--- config.mk ---
export PLATFORM = sky130hd
export DESIGN_NAME = packet_deframer_xor_checksum
export DESIGN_NICKNAME = d
export VERILOG_FILES = /design/src/rtl/pdxc_pkg.sv /design/src/rtl/packet_deframer_xor_checksum.sv /design/src/rtl/pdxc_core.sv /design/src/rtl/pdxc_out_buf.sv
export SDC_FILE = /design/constraint.sdc
export NUM_CORES = 1
export LEC_CHECK = 0
export BUFFER_PORTS_ARGS = -buffer_cell sky130_fd_sc_hd__buf_2
export CORE_ASPECT_RATIO = 1.5
export CORE_MARGIN = 4
export CORE_UTILIZATION = 40
export CTS_CLUSTER_DIAMETER = 120
export CTS_CLUSTER_SIZE = 30
export DETAILED_ROUTE_END_ITERATION = 8
export GPL_TIMING_DRIVEN = 0
export HOLD_SLACK_MARGIN = 0.05
export PLACE_DENSITY = 0.53
export SYNTH_ARGS = -nofsm -noshare
export SYNTH_HDL_FRONTEND = slang
export SYNTH_SLANG_ARGS = --single-unit
--- constraint.sdc ---
create_clock -name clk -period 10.7 [get_ports clk]
set_input_delay 0 -clock clk [delete_from_list [all_inputs] [get_ports clk]]
set_output_delay 0 -clock clk [all_outputs]
set_load 0.05 [all_outputs]
--- src/rtl/pdxc_pkg.sv ---
// Shared types and constants for the packet deframer with XOR checksum.
package pdxc_pkg;

    localparam int IDLE_COUNT_WIDTH_DEF = 16;

    localparam logic [7:0]  START_BYTE_RST    = 8'd170;
    localparam logic [15:0] MAX_PAYLOAD_RST   = 16'd256;
    localparam logic [15:0] TIMEOUT_TICKS_RST = 16'd1000;

    localparam int CFG_INDEX_W = 2;
    localparam logic [CFG_INDEX_W-1:0] CFG_START_BYTE    = 2'd0;
    localparam logic [CFG_INDEX_W-1:0] CFG_MAX_PAYLOAD   = 2'd1;
    localparam logic [CFG_INDEX_W-1:0] CFG_TIMEOUT_TICKS = 2'd2;

    localparam logic CMD_BYTE = 1'b0;
    localparam logic CMD_TICK = 1'b1;

    localparam logic KIND_PAYLOAD = 1'b0;
    localparam logic KIND_STATUS  = 1'b1;

    localparam logic [2:0] ST_OK          = 3'd0;
    localparam logic [2:0] ST_HDR_TIMEOUT = 3'd1;
    localparam logic [2:0] ST_PAY_TIMEOUT = 3'd2;
    localparam logic [2:0] ST_TOO_LONG    = 3'd3;
    localparam logic [2:0] ST_BAD_SUM     = 3'd4;

    typedef struct packed {
        logic [7:0]  start_byte;
        logic [15:0] max_payload;
        logic [15:0] timeout_ticks;
    } pdxc_cfg_t;

    typedef struct packed {
        logic        kind;
        logic [7:0]  packet_type;
        logic [7:0]  data_byte;
        logic [15:0] byte_index;
        logic [2:0]  status;
        logic        last;
    } pdxc_res_t;

endpackage

--- src/rtl/packet_deframer_xor_checksum.sv ---
// Top level of the packet deframer: config registers, framing core and output buffer.
//
//  channel | direction | handshake          | payload
//  s_*     | in        | s_tvalid/s_tready  | tuser cmd, tdata rx_byte
//  m_*     | out       | m_tvalid/m_tready  | tuser result_kind, tdata fields, tlast last
//  cfg_*   | in        | cfg_valid/cfg_ready| cfg_index, cfg_data
//
// One word per cycle while s_tready is high; each word is processed in the cycle
// it is accepted and its result, if any, lands in the output buffer on that edge.
// The two-entry output buffer sets the stall: s_tready drops only while its skid
// stage holds a word. cfg_ready is always high.
// Reset clears the framer to hunt and loads the register defaults; no clearing pass.
module packet_deframer_xor_checksum
    import pdxc_pkg::*;
#(
    parameter int IDLE_COUNT_WIDTH = IDLE_COUNT_WIDTH_DEF
)
(
    input  logic                   clk,
    input  logic                   rst_n,
    input  logic                   s_tvalid,
    output logic                   s_tready,
    input  logic [7:0]             s_tdata,   // [7:0] rx_byte
    input  logic                   s_tuser,   // [0] cmd
    output logic                   m_tvalid,
    input  logic                   m_tready,
    output logic [39:0]            m_tdata,   // [7:0] packet_type, [15:8] data_byte,
                                              // [31:16] byte_index, [34:32] status, rest 0
    output logic                   m_tuser,   // [0] result_kind
    output logic                   m_tlast,
    input  logic                   cfg_valid,
    output logic                   cfg_ready,
    input  logic [CFG_INDEX_W-1:0] cfg_index,
    input  logic [15:0]            cfg_data
);

    pdxc_cfg_t cfg_reg;
    logic      in_fire;
    logic      res_valid;
    pdxc_res_t res;
    pdxc_res_t out_res;

    assign cfg_ready = 1'b1;
    assign in_fire   = s_tvalid && s_tready;

    always_ff @(posedge clk or negedge rst_n)
    begin
        if (!rst_n)
        begin
            cfg_reg.start_byte    <= START_BYTE_RST;
            cfg_reg.max_payload   <= MAX_PAYLOAD_RST;
            cfg_reg.timeout_ticks <= TIMEOUT_TICKS_RST;
        end
        else if (cfg_valid)
        begin
            case (cfg_index)
                CFG_START_BYTE:    cfg_reg.start_byte    <= cfg_data[7:0];
                CFG_MAX_PAYLOAD:   cfg_reg.max_payload   <= cfg_data;
                CFG_TIMEOUT_TICKS: cfg_reg.timeout_ticks <= cfg_data;
                default:           ;
            endcase
        end
    end

    pdxc_core #(
        .IDLE_COUNT_WIDTH(IDLE_COUNT_WIDTH)
    ) u_core (
        .clk       (clk),
        .rst_n     (rst_n),
        .cfg       (cfg_reg),
        .in_valid  (in_fire),
        .in_cmd    (s_tuser),
        .in_byte   (s_tdata),
        .res_valid (res_valid),
        .res       (res)
    );

    pdxc_out_buf u_out_buf (
        .clk        (clk),
        .rst_n      (rst_n),
        .push       (res_valid),
        .push_res   (res),
        .can_accept (s_tready),
        .out_valid  (m_tvalid),
        .out_res    (out_res),
        .out_ready  (m_tready)
    );

    assign m_tdata = {5'd0, out_res.status, out_res.byte_index,
                      out_res.data_byte, out_res.packet_type};
    assign m_tuser = out_res.kind;
    assign m_tlast = out_res.last;

endmodule

--- src/rtl/pdxc_core.sv ---
// Framing state machine: header parse, payload indexing, checksum and idle timeout.
module pdxc_core
    import pdxc_pkg::*;
#(
    parameter int IDLE_COUNT_WIDTH = IDLE_COUNT_WIDTH_DEF
)
(
    input  logic      clk,
    input  logic      rst_n,
    input  pdxc_cfg_t cfg,
    input  logic      in_valid,
    input  logic      in_cmd,
    input  logic [7:0] in_byte,
    output logic      res_valid,
    output pdxc_res_t res
);

    localparam int CMP_W = (IDLE_COUNT_WIDTH > 16) ? IDLE_COUNT_WIDTH : 16;
    localparam logic [IDLE_COUNT_WIDTH-1:0] IDLE_MAX = '1;

    typedef enum logic [2:0] {
        PH_HUNT,
        PH_TYPE,
        PH_LEN_LO,
        PH_LEN_HI,
        PH_PAYLOAD,
        PH_CHECK
    } phase_t;

    phase_t                      phase_reg, phase_next;
    logic [7:0]                  type_reg, type_next;
    logic [15:0]                 exp_len_reg, exp_len_next;
    logic [15:0]                 seen_reg, seen_next;
    logic [7:0]                  xor_reg, xor_next;
    logic [IDLE_COUNT_WIDTH-1:0] idle_reg, idle_next;

    logic [IDLE_COUNT_WIDTH-1:0] idle_inc;
    logic [15:0]                 limit;
    logic                        timed_out;
    logic [15:0]                 len_full;
    logic [15:0]                 seen_inc;

    assign idle_inc  = (idle_reg == IDLE_MAX) ? idle_reg : idle_reg + 1'b1;
    assign limit     = (cfg.timeout_ticks == 16'd0) ? 16'd1 : cfg.timeout_ticks;
    assign timed_out = (CMP_W'(idle_inc) >= CMP_W'(limit)) || (idle_inc == IDLE_MAX);
    assign len_full  = {in_byte, exp_len_reg[7:0]};
    assign seen_inc  = seen_reg + 16'd1;

    always_comb
    begin
        phase_next   = phase_reg;
        type_next    = type_reg;
        exp_len_next = exp_len_reg;
        seen_next    = seen_reg;
        xor_next     = xor_reg;
        idle_next    = idle_reg;
        res_valid    = 1'b0;
        res.kind        = KIND_STATUS;
        res.packet_type = type_reg;
        res.data_byte   = 8'd0;
        res.byte_index  = 16'd0;
        res.status      = ST_OK;
        res.last        = 1'b1;

        if (in_valid)
        begin
            if (in_cmd == CMD_TICK)
            begin
                if (phase_reg == PH_HUNT)
                begin
                    idle_next = '0;
                end
                else if (timed_out)
                begin
                    res_valid  = 1'b1;
                    res.status = (phase_reg inside {PH_TYPE, PH_LEN_LO, PH_LEN_HI}) ?
                                 ST_HDR_TIMEOUT : ST_PAY_TIMEOUT;
                    phase_next = PH_HUNT;
                    idle_next  = '0;
                end
                else
                begin
                    idle_next = idle_inc;
                end
            end
            else
            begin
                idle_next = '0;
                case (phase_reg)
                    PH_HUNT:
                    begin
                        if (in_byte == cfg.start_byte)
                        begin
                            type_next    = 8'd0;
                            exp_len_next = 16'd0;
                            seen_next    = 16'd0;
                            xor_next     = in_byte;
                            phase_next   = PH_TYPE;
                        end
                    end
                    PH_TYPE:
                    begin
                        type_next  = in_byte;
                        xor_next   = xor_reg ^ in_byte;
                        phase_next = PH_LEN_LO;
                    end
                    PH_LEN_LO:
                    begin
                        exp_len_next = {8'd0, in_byte};
                        xor_next     = xor_reg ^ in_byte;
                        phase_next   = PH_LEN_HI;
                    end
                    PH_LEN_HI:
                    begin
                        exp_len_next = len_full;
                        xor_next     = xor_reg ^ in_byte;
                        if (len_full > cfg.max_payload)
                        begin
                            res_valid  = 1'b1;
                            res.status = ST_TOO_LONG;
                            phase_next = PH_HUNT;
                        end
                        else
                        begin
                            seen_next  = 16'd0;
                            phase_next = (len_full == 16'd0) ? PH_CHECK : PH_PAYLOAD;
                        end
                    end
                    PH_PAYLOAD:
                    begin
                        xor_next       = xor_reg ^ in_byte;
                        res_valid      = 1'b1;
                        res.kind       = KIND_PAYLOAD;
                        res.data_byte  = in_byte;
                        res.byte_index = seen_reg;
                        res.last       = 1'b0;
                        seen_next      = seen_inc;
                        if (seen_inc >= exp_len_reg)
                        begin
                            phase_next = PH_CHECK;
                        end
                    end
                    default:
                    begin
                        res_valid  = 1'b1;
                        res.status = (xor_reg == in_byte) ? ST_OK : ST_BAD_SUM;
                        phase_next = PH_HUNT;
                    end
                endcase
            end
        end
    end

    always_ff @(posedge clk or negedge rst_n)
    begin
        if (!rst_n)
        begin
            phase_reg   <= PH_HUNT;
            type_reg    <= 8'd0;
            exp_len_reg <= 16'd0;
            seen_reg    <= 16'd0;
            xor_reg     <= 8'd0;
            idle_reg    <= '0;
        end
        else
        begin
            phase_reg   <= phase_next;
            type_reg    <= type_next;
            exp_len_reg <= exp_len_next;
            seen_reg    <= seen_next;
            xor_reg     <= xor_next;
            idle_reg    <= idle_next;
        end
    end

    a_end_returns_to_hunt: assert property (@(posedge clk) disable iff (!rst_n)
        res_valid && res.last |=> phase_reg == PH_HUNT)
        else $error("packet end did not return to hunt");

    a_payload_only_in_payload: assert property (@(posedge clk) disable iff (!rst_n)
        res_valid && res.kind == KIND_PAYLOAD |-> phase_reg == PH_PAYLOAD)
        else $error("payload word outside payload phase");

    a_hunt_idle_clear: assert property (@(posedge clk) disable iff (!rst_n)
        phase_reg == PH_HUNT |-> idle_reg == '0)
        else $error("idle count running while hunting");

endmodule

--- src/rtl/pdxc_out_buf.sv ---
// Result register with skid stage for the master-side stream.
module pdxc_out_buf
    import pdxc_pkg::*;
(
    input  logic      clk,
    input  logic      rst_n,
    input  logic      push,
    input  pdxc_res_t push_res,
    output logic      can_accept,
    output logic      out_valid,
    output pdxc_res_t out_res,
    input  logic      out_ready
);

    logic      main_valid_reg;
    logic      skid_valid_reg;
    pdxc_res_t main_reg;
    pdxc_res_t skid_reg;
    logic      pop;

    assign pop        = main_valid_reg && out_ready;
    assign can_accept = !skid_valid_reg;
    assign out_valid  = main_valid_reg;
    assign out_res    = main_reg;

    always_ff @(posedge clk or negedge rst_n)
    begin
        if (!rst_n)
        begin
            main_valid_reg <= 1'b0;
            skid_valid_reg <= 1'b0;
        end
        else if (skid_valid_reg)
        begin
            if (pop)
            begin
                main_valid_reg <= 1'b1;
                skid_valid_reg <= 1'b0;
            end
        end
        else if (push)
        begin
            if (!main_valid_reg || pop)
            begin
                main_valid_reg <= 1'b1;
            end
            else
            begin
                skid_valid_reg <= 1'b1;
            end
        end
        else if (pop)
        begin
            main_valid_reg <= 1'b0;
        end
    end

    always_ff @(posedge clk)
    begin
        if (skid_valid_reg)
        begin
            if (pop)
            begin
                main_reg <= skid_reg;
            end
        end
        else if (push)
        begin
            if (!main_valid_reg || pop)
            begin
                main_reg <= push_res;
            end
            else
            begin
                skid_reg <= push_res;
            end
        end
    end

    a_skid_needs_main: assert property (@(posedge clk) disable iff (!rst_n)
        skid_valid_reg |-> main_valid_reg)
        else $error("skid word held with empty main register");

    a_no_push_when_full: assert property (@(posedge clk) disable iff (!rst_n)
        !(push && skid_valid_reg))
        else $error("word pushed into full buffer");

endmodule
==> impl_metrics.env, run 1 <==
export IMPL_status="completed"
export IMPL_synth_main_ff_cell="dfrtp_1"
export IMPL_ys_seq_area_share_pct=52.3
export IMPL_port_buffers=70
export IMPL_path_class="register to register"
export IMPL_critPathLaunchType="register"
export IMPL_setup_violations=0
export IMPL_crit_arrival_ns=5.13
export IMPL_power_total_uw=2260
export IMPL_slew_headroom_pct=21.1
export IMPL_cp_cell_sequence="ha_1, buf_2, and4_1, nand2_1, or2_0, clkbuf_1, nand4_1, xnor2_1, ha_1, o21a_1, o211ai_1, nand2_1, nand4_1, o21ai_0, a21oi_2, nor3b_1, and3_2"
export IMPL_power_density_nw_per_um2=206
export IMPL_yosys_warnings=0
export IMPL_hpwl_um=16800
export IMPL_synth_enable_flop_cells=72
export IMPL_routedWlPerCell_um=17.3
export IMPL_rsz0062_at_grt="false"
export IMPL_leakage_uw=0.00490
export IMPL_placedCellCount=1261
export IMPL_syn_area_per_cell_um2=10.8
export IMPL_startpoint="u_core.idle_reg[0]"
export IMPL_numCtsBuffers=17
export IMPL_antennaDiodeCount=0
export IMPL_fin_setup_tns_ns=0
export IMPL_period_minus_slack_ns=5.06
export IMPL_grt_use_total_pct=18.0
export IMPL_h_tree_depth=4
export IMPL_clock_root_buffer="clkbuf_16"
export IMPL_antenna_found_initial=0
export IMPL_ys_types=60
export IMPL_path_delay_family="simple AND/OR/NAND/NOR gates"
export IMPL_cts_buffer_depth=2
export IMPL_cts_resized=0
export IMPL_coreArea_um2=23100
export IMPL_netlist_instances=869
export IMPL_die_h_um=196
export IMPL_dr_total_vias=6684
export IMPL_slowest_delay_ns=0.86
export IMPL_synthArstFlopShare_pct=60.2
export IMPL_cts_setup_buffers=0
export IMPL_postCtsHoldBufs=19
export IMPL_first_iter_violations=266
export IMPL_path_clk_slew_ns=0.07
export IMPL_syn2layout_area_growth_pct=17.1
export IMPL_die_w_um=133
export IMPL_drt_wl_total_um=22700
export IMPL_slowest_stage="and3_2"
export IMPL_ant_nets=0
export IMPL_die_area_um2=26000
export IMPL_grt_max_degree=64
export IMPL_insertion_delay_ns=0.44
export IMPL_place_gp_congestion=0.820
export IMPL_finalHoldViolCount=0
export IMPL_path_max_fanout=36
export IMPL_place_area_um2=10200
export IMPL_cp_required_ns=10.76
export IMPL_grt_overflow_total=0
export IMPL_r2r_start="u_core.idle_reg[0]"
export IMPL_finalMaxSlewViolations=0
export IMPL_grt_pass1_vias=6781
export IMPL_ys_seq_elements=181
export IMPL_maxCapViolCount=0
export IMPL_drive_gt1_share_pct=18.5
export IMPL_layout_nets=1066
export IMPL_path_buf_inv=2
export IMPL_fp_row_count=68
export IMPL_worst_setup_path_end_kind="register"
export IMPL_cts_tree="yes"
export IMPL_peakVddDrop_mv=0.110
export IMPL_viasPerCell=5.09
export IMPL_syn_area_um2=9380
export IMPL_post_route_period_util_pct=47.3
export IMPL_start_util_pct=40.7
export IMPL_grt_pass1_wl_um=36600
export IMPL_hp_class="input port to async pin"
export IMPL_clock_skew_ns=0.0124
export IMPL_io_pins=77
export IMPL_worst_pin_slew_ns=1.18
export IMPL_max_freq_mhz=197
export IMPL_fin_cells=1312
export IMPL_design_area_um2=11000
export IMPL_largest_reg_flops=40
export IMPL_cts_sinks=181
export IMPL_drt_pass1_iterations=5
export IMPL_drc=0
-- worst register-to-register path, stage by stage, from the launching register on --
cell and delay [ns]:
dfrtp_1 0.44, ha_1 0.22, buf_2 0.17, and4_1 0.22, nand2_1 0.10, or2_0 0.28, clkbuf_1 0.44, nand4_1 0.17
xnor2_1 0.26, ha_1 0.21, o21a_1 0.13, o211ai_1 0.07, nand2_1 0.11, nand4_1 0.10, o21ai_0 0.25, a21oi_2 0.11
nor3b_1 0.52, and3_2 0.86
-- cell type report --
class / count / area [µm²]
clock inverters: 15 / 151
multi-input cells: 582 / 4050
inverters: 57 / 214
well taps: 315 / 394
clock buffers: 17 / 425
flip-flops and latches: 181 / 4900
repair buffers: 92 / 599
plain buffers: 53 / 243
fillers: 2169 / 12100
-- cells by family (layout without fill, tap and decap cells) --
logic type      count (synthesis)  count (layout)  synth area share, %
simple gates                  258             258                 14.0
flops                         181             181                 52.3
compound gates                173             173                 11.9
buf+inv                       110             234                 4.87
mux                            51              51                 6.08
fa+ha+maj                      50              50                 6.67
xor+xnor                       44              44                 4.11
other cells                     2               6               0.0801
-- Yosys cell counts (all sizes together), types with 14 or more instances --
cell type	count	area (µm²)
a21o	31	233
a21oi	39	199
and2	27	169
buf	15	98.9
clkbuf	38	144
dfrtp	98	2450
edfxtp	72	2160
ha	50	626
inv	56	210
mux2	48	541
nand2	89	334
nand3	38	195
nand4	15	93.8
nor2	27	101
nor4	14	109
o21ai	49	245
xnor2	34	298
-- where the power goes --
group          total [µW]  internal (µW)  switching, µW
sequential            966            877           89.3
clock                 629            345            283
combinational         669            241            428
total                2260           1460            801
-- path summary, 6_finish.rpt --
| check | end | slack, ns | cells past startpoint |
|---|---|---|---|
| max in group asynchronous | cfg_reg[33] | 9.91 | 3 |
| min in group clk | cfg_reg[34] | 0.11 | 3 |
| worst min-delay path | u_core.idle_reg[12] | 0.06 | 2 |
| worst max-delay path | u_out_buf.skid_reg[12] | 5.64 | 17 |
| worst max register to register | u_out_buf.skid_reg[12] | 5.64 | 17 |
| worst min register to register | u_out_buf.skid_reg[31] | 0.48 | 0 |
-- metal layers --
metal	track usage, %	share of wire [%]
met5	0	0
met3	3.45	3.5
met1	20.6	41
met2	32.8	53
met4	7.24	2.8
-- metrics by stage --
stage	worst slack [ns]	hold WS [ns]	utilization, %
after floorplan	5.36	-0.296	-
after global placement	3.73	0.252	44.0
after CTS	5.61	0.0672	47.6
final	5.64	0.0586	47.6
after detailed placement	5.65	-0.0265	44.3
after global routing	5.33	0.106	47.6
-- cell usage in the layout, fill, tap and decap left out, drive strengths merged, types with 38 or more instances in the layout --
cell type	Yosys	final
dfrtp	98	98
nand2	89	89
buf	15	88
edfxtp	72	72
inv	56	61
clkbuf	38	55
ha	50	50
o21ai	49	49
mux2	48	48
a21oi	39	39
nand3	38	38
(Power assumes the default switching activity.)
==> run 2, diff against run 1 <==
--- a/config.mk
+++ b/config.mk
@@ -5,6 +5,7 @@
 export SDC_FILE = /design/constraint.sdc
 export NUM_CORES = 1
 export LEC_CHECK = 0
+export ABC_AREA = 1
 export BUFFER_PORTS_ARGS = -buffer_cell sky130_fd_sc_hd__buf_2
 export CORE_ASPECT_RATIO = 1.5
 export CORE_MARGIN = 4
==> constraint.sdc (replaced) <==
create_clock -name clk -period 4.8 [get_ports clk]
set_input_delay 0 -clock clk [delete_from_list [all_inputs] [get_ports clk]]
set_output_delay 0 -clock clk [all_outputs]
set_load 0.05 [all_outputs]
==> impl_metrics.env, run 2 <==
export IMPL_synth_area_top_cells="dfrtp_1 26%, edfxtp_1 23%, nand2_1 12%"
export IMPL_largest_reg_flops=40
export IMPL_path_max_fanout=23
export IMPL_max_freq_mhz=276
export IMPL_netlist_instances=1105
export IMPL_syn_area_um2=9490
export IMPL_critPathLaunchType="register"
export IMPL_synth_most_common_cell="nand2_1"
export IMPL_post_route_period_util_pct=75.4
export IMPL_insertion_delay_ns=0.44
export IMPL_syn2layout_area_growth_pct=18.5
export IMPL_place_gp_congestion=0.875
export IMPL_status="completed"
export IMPL_peakVddDrop_mv=0.233
export IMPL_grt_max_degree=74
export IMPL_final_common_cell="nand2_1"
export IMPL_start_util_pct=40.9
export IMPL_path_clk_slew_ns=0.07
export IMPL_layout_nets=1315
export IMPL_syn_area_per_cell_um2=8.59
export IMPL_crit_arrival_ns=3.76
export IMPL_grt_pass1_vias=7650
export IMPL_worst_setup_path_end_kind="register"
export IMPL_ys_seq_elements=181
export IMPL_drt_wl_total_um=23600
export IMPL_post_route_util_pct=48.4
export IMPL_ys_types=38
export IMPL_port_buffers=69
export IMPL_coreArea_um2=23200
export IMPL_grt_use_total_pct=18.9
export IMPL_synthTopCellsByCount="300 x nand2_1, 159 x inv_1, 120 x o21ai_0, 98 x dfrtp_1"
export IMPL_place_area_um2=10300
export IMPL_die_h_um=197
export IMPL_h_tree_depth=4
export IMPL_finalHoldViolCount=0
export IMPL_hpwl_um=17900
export IMPL_routedWlPerCell_um=15.1
export IMPL_grt_overflow_total=0
export IMPL_clock_skew_ns=0.0117
export IMPL_leakage_uw=0.00519
export IMPL_path_class="register to register"
export IMPL_cts_buffer_depth=2
export IMPL_grt_pass1_wl_um=39100
export IMPL_first_iter_violations=424
export IMPL_cp_required_ns=4.94
export IMPL_power_total_uw=4540
export IMPL_period_minus_slack_ns=3.62
export IMPL_synth_top_area_cell="dfrtp_1"
export IMPL_synth_main_ff_cell="dfrtp_1"
export IMPL_finalMaxSlewViolations=0
export IMPL_drive_gt1_share_pct=12.0
export IMPL_power_density_nw_per_um2=404
export IMPL_ant_nets=0
export IMPL_synth_enable_flop_cells=72
export IMPL_io_pins=77
export IMPL_dr_total_vias=7579
export IMPL_cts_setup_buffers=0
export IMPL_clock_root_buffer="clkbuf_16"
export IMPL_antennaDiodeCount=0
export IMPL_layout_common_cells="300 x nand2_1, 159 x inv_1, 120 x o21ai_0"
export IMPL_maxCapViolCount=0
export IMPL_yosys_warnings=0
export IMPL_numCtsBuffers=17
export IMPL_antenna_found_initial=0
export IMPL_synth_top_cell_area_share_pct=25.8
export IMPL_synthArstFlopShare_pct=60.2
export IMPL_fp_row_count=68
export IMPL_drt_pass1_iterations=5
export IMPL_rsz0062_at_grt="false"
export IMPL_die_w_um=134
export IMPL_cts_resized=0
export IMPL_design_area_um2=11200
export IMPL_cts_sinks=181
export IMPL_setup_violations=0
export IMPL_drc=0
export IMPL_viasPerCell=4.86
export IMPL_hp_class="input port to register"
export IMPL_worst_pin_slew_ns=0.574
export IMPL_slew_headroom_pct=61.5
export IMPL_fill_cells=2279
export IMPL_die_area_um2=26300
export IMPL_ys_seq_area_share_pct=51.7
export IMPL_cts_tree="yes"
[run 2: worst paths after layout]
path	depth (start not counted)	start	end	slack (ns)
setup / recovery	21	u_core.idle_reg[1]	u_out_buf.skid_reg[2]	1.18
hold / removal	4	s_tdata[6]	u_core.type_reg[6]	0.13
setup reg to reg	21	u_core.idle_reg[1]	u_out_buf.skid_reg[2]	1.18
hold reg to reg	0	u_core.type_reg[1]	u_out_buf.skid_reg[29]	0.48
max in group asynchronous	4	rst_n	u_core.exp_len_reg[15]	3.04
min in group asynchronous	3	rst_n	u_core.seen_reg[11]	0.56
[run 2: final cells by class]
class | instances | area (µm²) | area share, %
well taps | 315 | 394 | 3.50
repair buffers | 105 | 757 | 6.73
inverters | 162 | 608 | 5.41
multi-input cells | 728 | 3820 | 34.0
clock inverters | 15 | 146 | 1.30
clock buffers | 17 | 425 | 3.78
plain buffers | 38 | 191 | 1.70
flip-flops and latches | 181 | 4900 | 43.6
[run 2: worst max-delay path: stages (launching register included)]
cell and delay [ns]:
dfrtp_1 0.39, ha_1 0.24, nand2_2 0.08, nor2_4 0.16
nand2_4 0.10, nor2_4 0.14, xor2_1 0.28, inv_1 0.10
ha_1 0.29, o21ai_0 0.08, nand2_1 0.07, nand2_1 0.05
nand2_1 0.05, nand2_1 0.04, nand2_1 0.05, nand2_1 0.04
nand2_1 0.05, a21oi_1 0.09, nand2_4 0.13, nand3_2 0.20
nor2_4 0.44, buf_16 0.23
[run 2: cells by family (layout without fill, tap and decap cells)]
kind of cell               count (synthesis)  in the layout  share of synthesized area, %
DFF                                      181            181                          51.7
AOI/OAI and AO/OA                        192            192                          10.8
xor gates and xnor gates                  25             25                          2.31
other                                      2              6                        0.0791
and+or+nand+nor                          455            455                          20.1
adders and majority gates                 50             50                          6.59
buffers and inverters                    200            337                          8.42
[run 2: metal layers]
layer | part of all wire (%) | track usage [%]
met1 | 42 | 21.7
met2 | 52 | 34.0
met3 | 2.9 | 2.96
met4 | 3.9 | 9.04
met5 | 0 | 0
[run 2: per-stage QoR]
stage               instances  hold WS, ns  TNS (ns)  setup slack, ns
floorplan                1109       -0.296         0            0.401
global placement         1493        0.255    -49.17           -0.795
detailed placement       1496      -0.0598         0             1.16
CTS                      1561        0.127         0             1.14
global route             1561        0.144         0            0.903
finish                   1561        0.132         0             1.18
[run 2: what timing repair did]
item,in CTS,in global routing
hold buffers,33,0
endpoints found under the setup margin,0,0
endpoints found under the hold margin,162,0
[run 2: report_power, final]
group / internal [µW] / switching, µW / leakage [µW]
logic: 394 / 781 / 0.00294
clock network: 728 / 650 / 0.000275
registers: 1840 / 149 / 0.00197
total: 2960 / 1580 / 0.00519
